$ cat src/fnpll_pkg.sv
// ----------------------------------------------------------------------------
// Fractional-N PLL setting calculator package
// Shared widths, register indexes, operation codes and control structs.
// ----------------------------------------------------------------------------
`default_nettype none

package fnpll_pkg;

  localparam int TARGET_W   = 33;
  localparam int SPACING_W  = 27;
  localparam int REF_W      = 28;
  localparam int RDIV_W     = 10;
  localparam int VMIN_MHZ_W = 16;
  localparam int INT_W      = 16;
  localparam int FRAC_W     = 12;
  localparam int CODE_W     = 3;

  localparam int PNUM_W     = REF_W + 1;          // reference, possibly doubled
  localparam int PDEN_W     = RDIV_W + 1;         // R divider, possibly doubled
  localparam int VMIN_W     = 36;                 // 65535 * 1e6 fits in 36 bits
  localparam int STEP_W     = PDEN_W + SPACING_W; // pden * spacing
  localparam int DSR_W      = STEP_W + 1;         // widest divisor: 2 * step
  localparam int FM_W       = PNUM_W + 1;         // unmasked FRAC and MOD

  localparam int CFG_IDX_W  = 3;
  localparam int CFG_DATA_W = REF_W;
  localparam int IN_DATA_W  = 64;
  localparam int OUT_DATA_W = 48;

  localparam int DEF_MAX_OUT_DIV_LOG2 = 4;

  localparam logic [19:0] HZ_PER_MHZ = 20'd1000000;

  localparam logic [CFG_IDX_W-1:0] REG_REF_HZ      = 3'd0;
  localparam logic [CFG_IDX_W-1:0] REG_REF_DOUBLE  = 3'd1;
  localparam logic [CFG_IDX_W-1:0] REG_REF_HALF    = 3'd2;
  localparam logic [CFG_IDX_W-1:0] REG_REF_DIVIDER = 3'd3;
  localparam logic [CFG_IDX_W-1:0] REG_VCO_MIN_MHZ = 3'd4;

  localparam logic [1:0] OP_N    = 2'd0;
  localparam logic [1:0] OP_FRAC = 2'd1;
  localparam logic [1:0] OP_MOD  = 2'd2;

  typedef struct packed {
    logic       load;
    logic       sel_step;
    logic       mul;
    logic       div_start;
    logic       red_step;
    logic       out_load;
  } ctrl_cmd_t;

  typedef struct packed {
    logic sel_done;
    logic pfd_zero;
    logic spc_zero;
    logic div_done;
    logic red_done;
    logic out_busy;
  } ctrl_stat_t;

endpackage

`default_nettype wire

$ cat src/fnpll_div.sv
// ----------------------------------------------------------------------------
// Fractional-N PLL iterative divider
// Restoring divider, one quotient bit per cycle, registered results.
// ----------------------------------------------------------------------------
`default_nettype none

module fnpll_div #(
  parameter int DVD_W = 48,
  parameter int DSR_W = 39
) (
  input  wire logic             clk,
  input  wire logic             rst,
  input  wire logic             start,
  input  wire logic [DVD_W-1:0] dividend,
  input  wire logic [DSR_W-1:0] divisor,
  output logic                  done,
  output logic [DVD_W-1:0]      quotient,
  output logic [DSR_W-1:0]      remainder
);

  localparam int CNT_W = $clog2(DVD_W + 1);

  logic [CNT_W-1:0] cnt;
  logic [DVD_W-1:0] dvd;
  logic [DSR_W-1:0] dsr;
  logic [DSR_W-1:0] rmd;
  logic [DSR_W:0]   trial;
  logic [DSR_W:0]   diff;
  logic             ge;

  assign trial = {rmd, dvd[DVD_W-1]};
  assign ge    = trial >= {1'b0, dsr};
  assign diff  = trial - {1'b0, dsr};

  always_ff @(posedge clk) begin
    if (rst) begin
      cnt  <= '0;
      done <= 1'b0;
    end else begin
      done <= 1'b0;
      if (start) begin
        cnt <= CNT_W'(DVD_W);
      end else if (cnt != '0) begin
        cnt <= cnt - 1'b1;
        if (cnt == CNT_W'(1)) begin
          done <= 1'b1;
        end
      end
    end
  end

  // The dividend register fills with quotient bits from the bottom.
  always_ff @(posedge clk) begin
    if (start) begin
      dvd <= dividend;
      dsr <= divisor;
      rmd <= '0;
    end else if (cnt != '0) begin
      dvd <= {dvd[DVD_W-2:0], ge};
      rmd <= ge ? diff[DSR_W-1:0] : trial[DSR_W-1:0];
    end
  end

  assign quotient  = dvd;
  assign remainder = rmd;

endmodule

`default_nettype wire

$ cat src/fnpll_dp.sv
// ----------------------------------------------------------------------------
// Fractional-N PLL datapath
// Configuration registers, operand registers, divider and result register.
// ----------------------------------------------------------------------------
`default_nettype none

module fnpll_dp #(
  parameter int MAX_OUT_DIV_LOG2 = fnpll_pkg::DEF_MAX_OUT_DIV_LOG2
) (
  input  wire logic                            clk,
  input  wire logic                            rst,
  input  wire logic                            cfg_valid,
  input  wire logic [fnpll_pkg::CFG_IDX_W-1:0] cfg_index,
  input  wire logic [fnpll_pkg::CFG_DATA_W-1:0] cfg_data,
  input  wire logic [fnpll_pkg::IN_DATA_W-1:0] in_data,
  input  wire logic                            out_ready,
  output logic                                 out_valid,
  output logic [fnpll_pkg::OUT_DATA_W-1:0]     out_data,
  input  wire fnpll_pkg::ctrl_cmd_t            cmd,
  output fnpll_pkg::ctrl_stat_t                stat
);
  import fnpll_pkg::*;

  localparam int VCO_W = TARGET_W + MAX_OUT_DIV_LOG2;
  localparam int DVD_W = VCO_W + PDEN_W;

  logic [REF_W-1:0]      ref_hz;
  logic                  ref_double;
  logic                  ref_half;
  logic [RDIV_W-1:0]     ref_divider;
  logic [VMIN_MHZ_W-1:0] vco_min_mhz;

  logic [SPACING_W-1:0]  spacing;
  logic [VMIN_W-1:0]     vmin;
  logic [VCO_W-1:0]      vco;
  logic [CODE_W-1:0]     code;
  logic [PNUM_W-1:0]     pnum;
  logic [PDEN_W-1:0]     pden;
  logic [DVD_W-1:0]      scaled;
  logic [STEP_W-1:0]     step;
  logic [INT_W-1:0]      n;
  logic [PNUM_W-1:0]     rem;
  logic [FM_W-1:0]       frac;
  logic [FM_W-1:0]       modv;
  logic [1:0]            op;

  logic [PDEN_W-1:0]     pden_next;
  logic [RDIV_W-1:0]     rdiv_eff;
  logic [DVD_W-1:0]      div_dvd;
  logic [DSR_W-1:0]      div_dsr;
  logic                  div_done;
  logic [DVD_W-1:0]      div_quo;
  logic [DSR_W-1:0]      div_rmd;
  logic                  fm_zero;

  always_ff @(posedge clk) begin
    if (rst) begin
      ref_hz      <= REF_W'(10000000);
      ref_double  <= 1'b0;
      ref_half    <= 1'b0;
      ref_divider <= RDIV_W'(1);
      vco_min_mhz <= VMIN_MHZ_W'(2200);
    end else if (cfg_valid) begin
      case (cfg_index)
        REG_REF_HZ:      ref_hz      <= cfg_data;
        REG_REF_DOUBLE:  ref_double  <= cfg_data[0];
        REG_REF_HALF:    ref_half    <= cfg_data[0];
        REG_REF_DIVIDER: ref_divider <= cfg_data[RDIV_W-1:0];
        REG_VCO_MIN_MHZ: vco_min_mhz <= cfg_data[VMIN_MHZ_W-1:0];
        default: ;
      endcase
    end
  end

  assign rdiv_eff  = (ref_divider > RDIV_W'(1)) ? ref_divider : RDIV_W'(1);
  assign pden_next = ref_half ? {rdiv_eff, 1'b0} : {1'b0, rdiv_eff};

  always_comb begin
    case (op)
      OP_N: begin
        div_dvd = scaled;
        div_dsr = DSR_W'(pnum);
      end
      OP_FRAC: begin
        div_dvd = DVD_W'({rem, 1'b0}) + DVD_W'(step);
        div_dsr = {step, 1'b0};
      end
      default: begin
        div_dvd = DVD_W'({pnum, 1'b0}) + DVD_W'(step);
        div_dsr = {step, 1'b0};
      end
    endcase
  end

  fnpll_div #(
    .DVD_W(DVD_W),
    .DSR_W(DSR_W)
  ) u_div (
    .clk      (clk),
    .rst      (rst),
    .start    (cmd.div_start),
    .dividend (div_dvd),
    .divisor  (div_dsr),
    .done     (div_done),
    .quotient (div_quo),
    .remainder(div_rmd)
  );

  assign fm_zero = (frac == '0) || (modv == '0);

  // The operand mux follows op, so op is updated before the divider start is given.
  always_ff @(posedge clk) begin
    if (cmd.load) begin
      spacing <= in_data[TARGET_W +: SPACING_W];
      vco     <= VCO_W'(in_data[TARGET_W-1:0]);
      vmin    <= VMIN_W'(vco_min_mhz) * VMIN_W'(HZ_PER_MHZ);
      pnum    <= ref_double ? {ref_hz, 1'b0} : {1'b0, ref_hz};
      pden    <= pden_next;
      code    <= '0;
      n       <= '0;
      rem     <= '0;
      frac    <= '0;
      modv    <= '0;
    end else begin
      if (cmd.sel_step) begin
        vco  <= {vco[VCO_W-2:0], 1'b0};
        code <= code + 1'b1;
      end
      if (cmd.mul) begin
        scaled <= DVD_W'(vco) * DVD_W'(pden);
        step   <= STEP_W'(pden) * STEP_W'(spacing);
      end
      if (div_done) begin
        case (op)
          OP_N: begin
            n   <= div_quo[INT_W-1:0];
            rem <= div_rmd[PNUM_W-1:0];
          end
          OP_FRAC: frac <= div_quo[FM_W-1:0];
          default: modv <= div_quo[FM_W-1:0];
        endcase
      end
      if (cmd.red_step) begin
        if (fm_zero) begin
          frac <= '0;
          modv <= FM_W'(1);
        end else if (!frac[0] && !modv[0]) begin
          frac <= {1'b0, frac[FM_W-1:1]};
          modv <= {1'b0, modv[FM_W-1:1]};
        end
      end
    end
  end

  always_ff @(posedge clk) begin
    if (rst) begin
      op <= OP_N;
    end else if (cmd.sel_step || cmd.mul || cmd.red_step || cmd.load) begin
      op <= OP_N;
    end else if (div_done) begin
      op <= (op == OP_N) ? OP_FRAC : OP_MOD;
    end
  end

  always_ff @(posedge clk) begin
    if (rst) begin
      out_valid <= 1'b0;
    end else if (cmd.out_load) begin
      out_valid <= 1'b1;
    end else if (out_ready) begin
      out_valid <= 1'b0;
    end
  end

  always_ff @(posedge clk) begin
    if (cmd.out_load) begin
      out_data <= {5'd0, code, modv[FRAC_W-1:0], frac[FRAC_W-1:0], n};
    end
  end

  assign stat.sel_done = (code == CODE_W'(MAX_OUT_DIV_LOG2)) ||
                         (DVD_W'(vco) > DVD_W'(vmin));
  assign stat.pfd_zero = (pnum == '0);
  assign stat.spc_zero = (spacing == '0);
  assign stat.div_done = div_done;
  assign stat.red_done = fm_zero || frac[0] || modv[0];
  assign stat.out_busy = out_valid && !out_ready;

endmodule

`default_nettype wire

$ cat src/fnpll_ctrl.sv
// ----------------------------------------------------------------------------
// Fractional-N PLL controller
// Sequences divider selection, the multiply, up to three divisions, the reduction and the output load.
// ----------------------------------------------------------------------------
`default_nettype none

module fnpll_ctrl (
  input  wire logic                  clk,
  input  wire logic                  rst,
  input  wire logic                  in_valid,
  output logic                       in_ready,
  input  wire fnpll_pkg::ctrl_stat_t stat,
  output fnpll_pkg::ctrl_cmd_t       cmd,
  output logic                       busy
);
  import fnpll_pkg::*;

  localparam logic [3:0] S_IDLE   = 4'd0;
  localparam logic [3:0] S_SEL    = 4'd1;
  localparam logic [3:0] S_MUL    = 4'd2;
  localparam logic [3:0] S_N_GO   = 4'd3;
  localparam logic [3:0] S_N_WAIT = 4'd4;
  localparam logic [3:0] S_F_GO   = 4'd5;
  localparam logic [3:0] S_F_WAIT = 4'd6;
  localparam logic [3:0] S_M_GO   = 4'd7;
  localparam logic [3:0] S_M_WAIT = 4'd8;
  localparam logic [3:0] S_RED    = 4'd9;
  localparam logic [3:0] S_DONE   = 4'd10;

  logic [3:0] state;
  logic [3:0] state_next;

  always_ff @(posedge clk) begin
    if (rst) begin
      state <= S_IDLE;
    end else begin
      state <= state_next;
    end
  end

  always_comb begin
    state_next = state;
    cmd        = '0;
    in_ready   = 1'b0;
    case (state)
      S_IDLE: begin
        in_ready = 1'b1;
        if (in_valid) begin
          cmd.load   = 1'b1;
          state_next = S_SEL;
        end
      end
      S_SEL: begin
        if (stat.sel_done) begin
          state_next = S_MUL;
        end else begin
          cmd.sel_step = 1'b1;
        end
      end
      S_MUL: begin
        cmd.mul    = 1'b1;
        state_next = stat.pfd_zero ? S_RED : S_N_GO;
      end
      S_N_GO: begin
        cmd.div_start = 1'b1;
        state_next    = S_N_WAIT;
      end
      S_N_WAIT: begin
        if (stat.div_done) begin
          state_next = stat.spc_zero ? S_RED : S_F_GO;
        end
      end
      S_F_GO: begin
        cmd.div_start = 1'b1;
        state_next    = S_F_WAIT;
      end
      S_F_WAIT: begin
        if (stat.div_done) begin
          state_next = S_M_GO;
        end
      end
      S_M_GO: begin
        cmd.div_start = 1'b1;
        state_next    = S_M_WAIT;
      end
      S_M_WAIT: begin
        if (stat.div_done) begin
          state_next = S_RED;
        end
      end
      S_RED: begin
        cmd.red_step = 1'b1;
        if (stat.red_done) begin
          state_next = S_DONE;
        end
      end
      S_DONE: begin
        if (!stat.out_busy) begin
          cmd.out_load = 1'b1;
          state_next   = S_IDLE;
        end
      end
      default: begin
        state_next = S_IDLE;
      end
    endcase
  end

  assign busy = (state != S_IDLE);

endmodule

`default_nettype wire

$ cat src/frac_n_pll_setting_calc_top.sv
// Sequence: accept, output-divider selection, a multiply, up to three divisions through one
// shared bit-serial divider, reduction of FRAC and MOD, and the output load.
// Throughput: one request at a time; the next request is taken once the result sits
// in the output register. Reset (rst, synchronous) restores the register defaults and
// empties the controller and the output register.
// ----------------------------------------------------------------------------
// Fractional-N PLL setting calculator
// Computes N, FRAC, MOD and the output divider code from a target frequency.
// ----------------------------------------------------------------------------
`default_nettype none

module frac_n_pll_setting_calc_top #(
  parameter int MAX_OUT_DIV_LOG2 = fnpll_pkg::DEF_MAX_OUT_DIV_LOG2
) (
  input  wire logic                             clk,
  input  wire logic                             rst,
  input  wire logic                             cfg_valid,
  output logic                                  cfg_ready,
  input  wire logic [fnpll_pkg::CFG_IDX_W-1:0]  cfg_index,
  input  wire logic [fnpll_pkg::CFG_DATA_W-1:0] cfg_data,
  input  wire logic                             s_axis_tvalid,
  output logic                                  s_axis_tready,
  // target_hz [32:0], spacing_hz [59:33]
  input  wire logic [fnpll_pkg::IN_DATA_W-1:0]  s_axis_tdata,
  output logic                                  m_axis_tvalid,
  input  wire logic                             m_axis_tready,
  // int_count [15:0], frac_num [27:16], frac_mod [39:28], div_code [42:40]
  output logic [fnpll_pkg::OUT_DATA_W-1:0]      m_axis_tdata
);
  import fnpll_pkg::*;

  ctrl_cmd_t  cmd;
  ctrl_stat_t stat;
  logic       busy;

  assign cfg_ready = 1'b1;

  fnpll_ctrl u_ctrl (
    .clk     (clk),
    .rst     (rst),
    .in_valid(s_axis_tvalid),
    .in_ready(s_axis_tready),
    .stat    (stat),
    .cmd     (cmd),
    .busy    (busy)
  );

  fnpll_dp #(
    .MAX_OUT_DIV_LOG2(MAX_OUT_DIV_LOG2)
  ) u_dp (
    .clk      (clk),
    .rst      (rst),
    .cfg_valid(cfg_valid),
    .cfg_index(cfg_index),
    .cfg_data (cfg_data),
    .in_data  (s_axis_tdata),
    .out_ready(m_axis_tready),
    .out_valid(m_axis_tvalid),
    .out_data (m_axis_tdata),
    .cmd      (cmd),
    .stat     (stat)
  );

`ifndef SYNTHESIS
  a_busy_after_accept: assert property (@(posedge clk) disable iff (rst)
    (s_axis_tvalid && s_axis_tready) |=> (busy && !s_axis_tready))
    else $error("controller not busy after accepting a request");

  a_code_range: assert property (@(posedge clk) disable iff (rst)
    m_axis_tvalid |-> (m_axis_tdata[42:40] <= CODE_W'(MAX_OUT_DIV_LOG2)))
    else $error("divider code beyond its limit");

  a_load_when_free: assert property (@(posedge clk) disable iff (rst)
    cmd.out_load |-> (!m_axis_tvalid || m_axis_tready))
    else $error("result register overwritten before it was taken");
`endif

endmodule

`default_nettype wire
$ cat config.mk
export PLATFORM = sky130hd
export DESIGN_NAME = frac_n_pll_setting_calc_top
export DESIGN_NICKNAME = d
export VERILOG_FILES = /design/src/fnpll_pkg.sv /design/src/fnpll_div.sv /design/src/fnpll_dp.sv /design/src/fnpll_ctrl.sv /design/src/frac_n_pll_setting_calc_top.sv
export SDC_FILE = /design/constraint.sdc
export NUM_CORES = 2
export LEC_CHECK = 0
export BUFFER_PORTS_ARGS = -buffer_cell sky130_fd_sc_hd__buf_2
export CORE_MARGIN = 10
export CORE_UTILIZATION = 65
export CTS_CLUSTER_DIAMETER = 80
export CTS_CLUSTER_SIZE = 12
export DETAILED_ROUTE_END_ITERATION = 10
export PLACE_DENSITY = 0.83
export SETUP_SLACK_MARGIN = 0.05
export SLEW_MARGIN = 20
export SYNTH_ARGS = -nofsm -noshare
export SYNTH_HDL_FRONTEND = slang
export SYNTH_SLANG_ARGS = --single-unit
$ cat constraint.sdc
create_clock -name clk -period 7.8 [get_ports clk]
set_input_delay 0.78 -clock clk [delete_from_list [all_inputs] [get_ports clk]]
set_output_delay 0.78 -clock clk [all_outputs]
set_load 0.02 [all_outputs]
# Word-level counts from Yosys, hierarchy flattened
# Index checks and enable logic that the tools add are counted.
[classes] n_mux=46 bitwise_logic=2 reduce_logical=36 div_mod_pow=0 shifts=0 addsub=5 n_eq_ne=24 order_cmp=3 multipliers=3
[ops] cell="2-to-1 mux 30 bit" count=10
[ops] cell="2-to-1 mux 48 bit" count=2
[ops] cell="case mux 48 bit (2 select lines)" count=1
[ops] cell="adder 30 x 38 -> 39 bit" count=2
[ops] cell="2-to-1 mux 33 bit" count=2
[ops] cell="logical NOT 30 bit" count=2
[ops] cell="multiplier 37 x 11 -> 48 bit" count=1
[ops] cell="case mux 4 bit (11 select lines)" count=1
[ops] cell="greater-or-equal comparator 40 x 39 -> 1 bit" count=1
[ops] cell="2-to-1 mux 39 bit" count=1
[ops] cell="subtractor 39 bit" count=1
[ops] cell="multiplier 11 x 27 -> 38 bit" count=1
[ops] cell="> comparator 37 x 36 -> 1 bit" count=1
[ops] cell="2-to-1 mux 4 bit" count=9
[ops] cell="multiplier 16 x 14 -> 30 bit, second input constant" count=1
[ops] cell="logical NOT 29 bit" count=1
[ops] cell="2-to-1 mux 29 bit" count=1
[ops] cell="2-to-1 mux 28 bit" count=1
[ops] cell="logical NOT 27 bit" count=1
[ops] cell="2-to-1 mux 10 bit" count=2
[ops] cell="== test 4 x 3 -> 1 bit, second input constant" count=4
[ops] cell="AND reduction 2 bit" count=7
[ops] cell="2-to-1 mux 1 bit" count=13
[ops] cell="== test 4 bit, second input constant" count=3
[ops] cell="26 further kinds" count=50
[word_totals] romBits=0 latch_bits=0 n_memories=0 mem_bits_rw=0 in_bits=100 out_inout_bits=51 word_cells=153 regBits=567

# Logic depth before layout (Yosys ltp)
[depth] word_depth=8 depth_mapped=25 ltp_nobuf=22

# Cells and area by module
# Synthesis repeated with hierarchy kept, for this count alone.
[unflattened] cells_unflattened=5365 area_unflattened_um2=51734.6
[by_module_without_submodules] module="fnpll_dp" cells_per_inst=4571 instances=1 area_per_inst_um2=43743.2 seq_area_each_um2=11200.7
[by_module_without_submodules] module="fnpll_div" cells_per_inst=733 instances=1 area_per_inst_um2=7544.7 seq_area_each_um2=3533.4
[by_module_without_submodules] module="fnpll_ctrl" cells_per_inst=59 instances=1 area_per_inst_um2=435.4 seq_area_each_um2=80.1
[by_module_without_submodules] module="frac_n_pll_setting_calc_top" cells_per_inst=2 instances=1 area_per_inst_um2=11.3 seq_area_each_um2=0.0

# Least setup slack after synthesis
# Ideal clock, no wire load.
[synth_path] kind="reg2reg" startpoint="register u_ctrl.state[2]" endpoint="register u_dp.op[0]" setup_time_ps=122 path_buffers=1 path_stages_with_launch=5 required_ps=7678 synth_period_minus_slack_ps=7143 arrival_ps=7021 slack_ps=657 cell_sequence="dfxtp_1 -> clkbuf_1 -> nor3_1 -> or4_1 -> nor2_1"
[synth_via] elab_chain_cells=6 word_cells_on_any_way=12 classes_between="3 x eq/ne; 4 x mux; 5 x reduce/logical"
[synth_rtl] item="start: declaration" line="fnpll_ctrl.sv:30" text="logic [3:0] state;"
[synth_rtl] item="start signal: assignment" line="fnpll_ctrl.sv:37" text="state <= state_next;"
[synth_rtl] item="== test 4 x 1 -> 1 bit or == test 4 x 2 -> 1 bit (tied branches)" line="fnpll_ctrl.sv:45" text="case (state)"
[synth_rtl] item="2-to-1 mux 1 bit" line="fnpll_ctrl.sv:45"
[synth_rtl] item="logical OR 1 bit (2 in a row)" line="fnpll_dp.sv:158" text="end else if (cmd.sel_step || cmd.mul || cmd.red_step || cmd.load) begin"
[synth_rtl] item="logical OR 1 bit (*)" line="fnpll_dp.sv:158"
[synth_rtl] item="OR reduction 2 bit (no source line) (*)"
[synth_rtl] item="end signal: assignment" line="fnpll_dp.sv:161" text="op <= (op == OP_N) ? OP_FRAC : OP_MOD;"
[synth_rtl] item="end: declaration" line="fnpll_dp.sv:45" text="logic [1:0] op;"
# Every way passes the cells marked *; elsewhere a longest branch is shown, timed or not.
# A chain may end at the register's enable or synchronous reset.

# Worst setup path after layout
[layout_path] startpoint="register u_dp.pden[6]" endpoint="register u_dp.scaled[43] (data pin)"
[layout_via] elab_chain_cells=1
[layout_rtl] item="start: declaration" line="fnpll_dp.sv:38" text="logic [PDEN_W-1:0] pden;"
[layout_rtl] item="start signal: assignment" line="fnpll_dp.sv:118" text="pden <= pden_next;"
[layout_rtl] item="multiplier 37 x 11 -> 48 bit" line="fnpll_dp.sv:130" text="scaled <= DVD_W'(vco) * DVD_W'(pden);"
[layout_rtl] item="end signal: assignment" line="fnpll_dp.sv:130"
[layout_rtl] item="end: declaration" line="fnpll_dp.sv:39" text="logic [DVD_W-1:0] scaled;"
# No other way between the ends.

==> results.py <==
metrics = {
    "floorplan": {
        "die-area_sq_mm": 0.0908,
        "pin_count": 151,
        "core_area_sq_mm": 0.0787,
        "initial_core_util": 0.653,
        "die_h_um": 301,
        "die_width_um": 301,
        "rows": 103,
    },
    "layout": {
        "nNetsFinal": 6472,
        "drive_gt1_frac": 0.0733,
        "final_cell_mix": "987 x nand2_1, 641 x inv_1, 595 x fa_1, 407 x a21oi_1, 369 x ha_1",
        "nFillCells": 5814,
        "final_common_cell": "nand2_1",
        "n_antenna_cell": 0,
        "areaGrowthSynthToFinish_pct": 6.09,
    },
    "clock_network": {
        "cts_buffer_depth": 3,
        "root_buffer": "clkbuf_16",
        "cts_buffers": 57,
        "cts_resized": 0,
        "clock_latency_ps": 650,
        "cts_tree": "yes",
        "ctsHtreeMaxLevel": 2,
        "post_cts_buffers": 0,
        "worst_setup_hold_path_clk_slew_ps": 60,
        "cts.sinks": 567,
        "hold_buffers": 0,
    },
    "global_route": {
        "grt_max_degree": 80,
        "grt_pass1_wl_um": 214000,
        "grt_usage": 0.296,
        "grt_pass1_vias": 39600,
        "antenna_found_initial": 0,
        "grt_overflow": 0,
    },
    "placed_design": {
        "finalWeightedCongestion": 0.943,
        "dp_hpwl_um": 101000,
        "port_buffers": 140,
    },
    "setup_path": {
        "r2r_setup_slack_ps": 820,
        "timing.rr.start": "u_dp.pden[6]",
        "worst_ep_arrival_time_ps": 7390,
        "critPathLaunch": "u_dp.pden[6]",
        "rr_worst_depth": 20,
        "worst_setup_path_end_kind": "flop",
        "r2r_end": "u_dp.scaled[43]",
        "cp-start-kind": "flop",
        "setup.worst_path.class": "flop to flop",
        "crit_fanout": 19,
        "cp.required_ps": 8200,
    },
    "sta": {
        "setup_viol": 0,
        "finalCriticalPeriod_ps": 6980,
        "finalHoldViolCount": 0,
        "fin_crit_sh": 0.895,
        "rsz0062_at_grt": "false",
        "fin_setup_tns_ps": 0,
        "relSlewSlack": 0.249,
        "max_freq_mhz": 143,
        "slew_viol_final": 0,
        "skew_ps": 33.1,
        "worst_pin_slew_ps": 1130,
    },
    "synthesis": {
        "synth_top_area_cell": "fa_1",
        "netlist_area_sq_mm": 0.0514,
        "synth_area_leaders": "fa_1 23%, edfxtp_1 20%, ha_1 9.0%, dfxtp_1 8.6%, nand2_1 7.2%",
        "synth_ff_type": "edfxtp_1",
        "ys_async_sr_fraction": 0,
        "ys_seq_area_frac": 0.288,
        "yosys_warnings": 0,
        "ys_ff_latch": 567,
        "postSynthAreaPerCell_sq_um": 9.43,
        "synth_edf_count": 346,
        "synthCells": 5453,
        "ys_types": 79,
        "yosys.area.top_type_share": 0.232,
    },
    "run": {
        "max_cap_viol_count": 0,
    },
    "routing": {
        "antenna_left": 0,
        "detail_route.drc_violations": 0,
        "dr.pass1.iters": 6,
        "wl_per_cell_um": 20.5,
        "totalWireLength_um": 133000,
        "initialDrtViolationCount": 3377,
        "vias_per_cell": 5.97,
        "num_vias": 38900,
    },
    "hold_path": {
        "min_path_type": "primary input to flop",
        "min_to": "u_dp.spacing[23]",
        "hp-start": "s_axis_tdata[56]",
        "holdPathStages": 1,
    },
    "status": {
        "outcome": "finished, final reports clean",
    },
}
[cells in the mapped netlist, types with 8 or more instances]
library cell  instances
nand2_1             989
inv_1               642
fa_1                595
a21oi_1             407
ha_1                369
edfxtp_1            346
and2_1              288
clkbuf_1            272
dfxtp_1             221
nor2_1              215
xnor2_1             111
a21o_1              105
o21ai_0             103
mux2_2               97
nand3_1              65
xor2_1               55
nor3_1               42
and3_1               41
a31oi_1              39
nor4_1               38
mux2i_1              37
nand4_1              32
nor2b_1              31
o21bai_1             31
a211oi_1             26
nand2b_1             24
o21a_1               23
o211ai_1             19
nand3b_1             18
o21ai_1              17
buf_2                12
buf_4                10
or3_1                 9
o22ai_1               8
[area by class of cell]
cell class                 instances  area [sq um]  area share
clock buffer                      95          1570      0.0288
tap                             1050          1310      0.0241
sequential                       567         14800       0.272
multi-input combinational       3948         33100       0.607
clock inverter                    13           165     0.00303
inverter                         642          2410      0.0442
timing repair buffer             192          1180      0.0217
[metal layers]
metal | up-vias | track usage | routed length (um)
met4 | 0 | 0.158 | 8240
li1 | 17700 | - | -
met1 | 18900 | 0.383 | 52200
met2 | 1872 | 0.467 | 60400
met3 | 387 | 0.0604 | 12600
met5 | - | 0 | 0
[cell families after synthesis]
logic type | synth area share
xor+xnor | 0.0283
buf+inv | 0.0698
mux | 0.0287
other cells | 0.000146
fa+ha+maj | 0.321
compound gates | 0.102
flops | 0.288
simple gates | 0.161
[sequential cells by signal, summed over array words and instances, names as in the netlist, 2 cells and up]
register	flops
u_ctrl.state	4
u_dp.code	3
u_dp.frac	30
u_dp.modv	30
u_dp.n	16
u_dp.op	2
u_dp.out_data	43
u_dp.pden	11
u_dp.pnum	29
u_dp.ref_divider	10
u_dp.ref_hz	28
u_dp.rem	29
u_dp.scaled	48
u_dp.spacing	27
u_dp.step	38
u_dp.u_div.cnt	6
u_dp.u_div.dsr	39
u_dp.u_div.quotient	48
u_dp.u_div.remainder	39
u_dp.vco	37
u_dp.vco_min_mhz	16
u_dp.vmin	30
[through the flow]
stage / worst slack (ps) / util / instances / instance area, sq um / hold WS [ps]
after detailed placement: 890 / 0.670 / 6396 / 52800 / 415
after global routing: 542 / 0.693 / 6507 / 54600 / 299
after floorplan: 657 / - / 5457 / 51400 / 408
after global placement: 974 / 0.670 / 6396 / 52800 / 417
after CTS: 874 / 0.692 / 6504 / 54500 / 282
final: 817 / 0.693 / 6507 / 54600 / 313
[worst max-delay path by stage]
stage                       to
2_1_floorplan       u_dp.op[0]
3_3_place_gp   u_dp.scaled[43]
3_5_place_dp   u_dp.scaled[43]
4_1_cts        u_dp.scaled[43]
5_1_grt        u_dp.scaled[31]
6_report       u_dp.scaled[43]
[critical path, cell delays in order, from the launching register on]
cell      delay (ps)
edfxtp_1        1090
nand2_1          230
fa_1             580
inv_1             60
fa_1             550
fa_1             430
fa_1             500
inv_1             50
fa_1             470
inv_1             40
ha_1             310
and4_1           250
a21oi_2          170
a21boi_1         310
a211oi_1         160
o21ai_1          400
a211oi_1         190
o21ai_0          420
a21oi_1          170
a211oi_1         270
xnor2_1           90
Power is left out: the tool's default activity adds up to more than one toggle a clock period on the data nets, which glitch-free logic cannot reach.
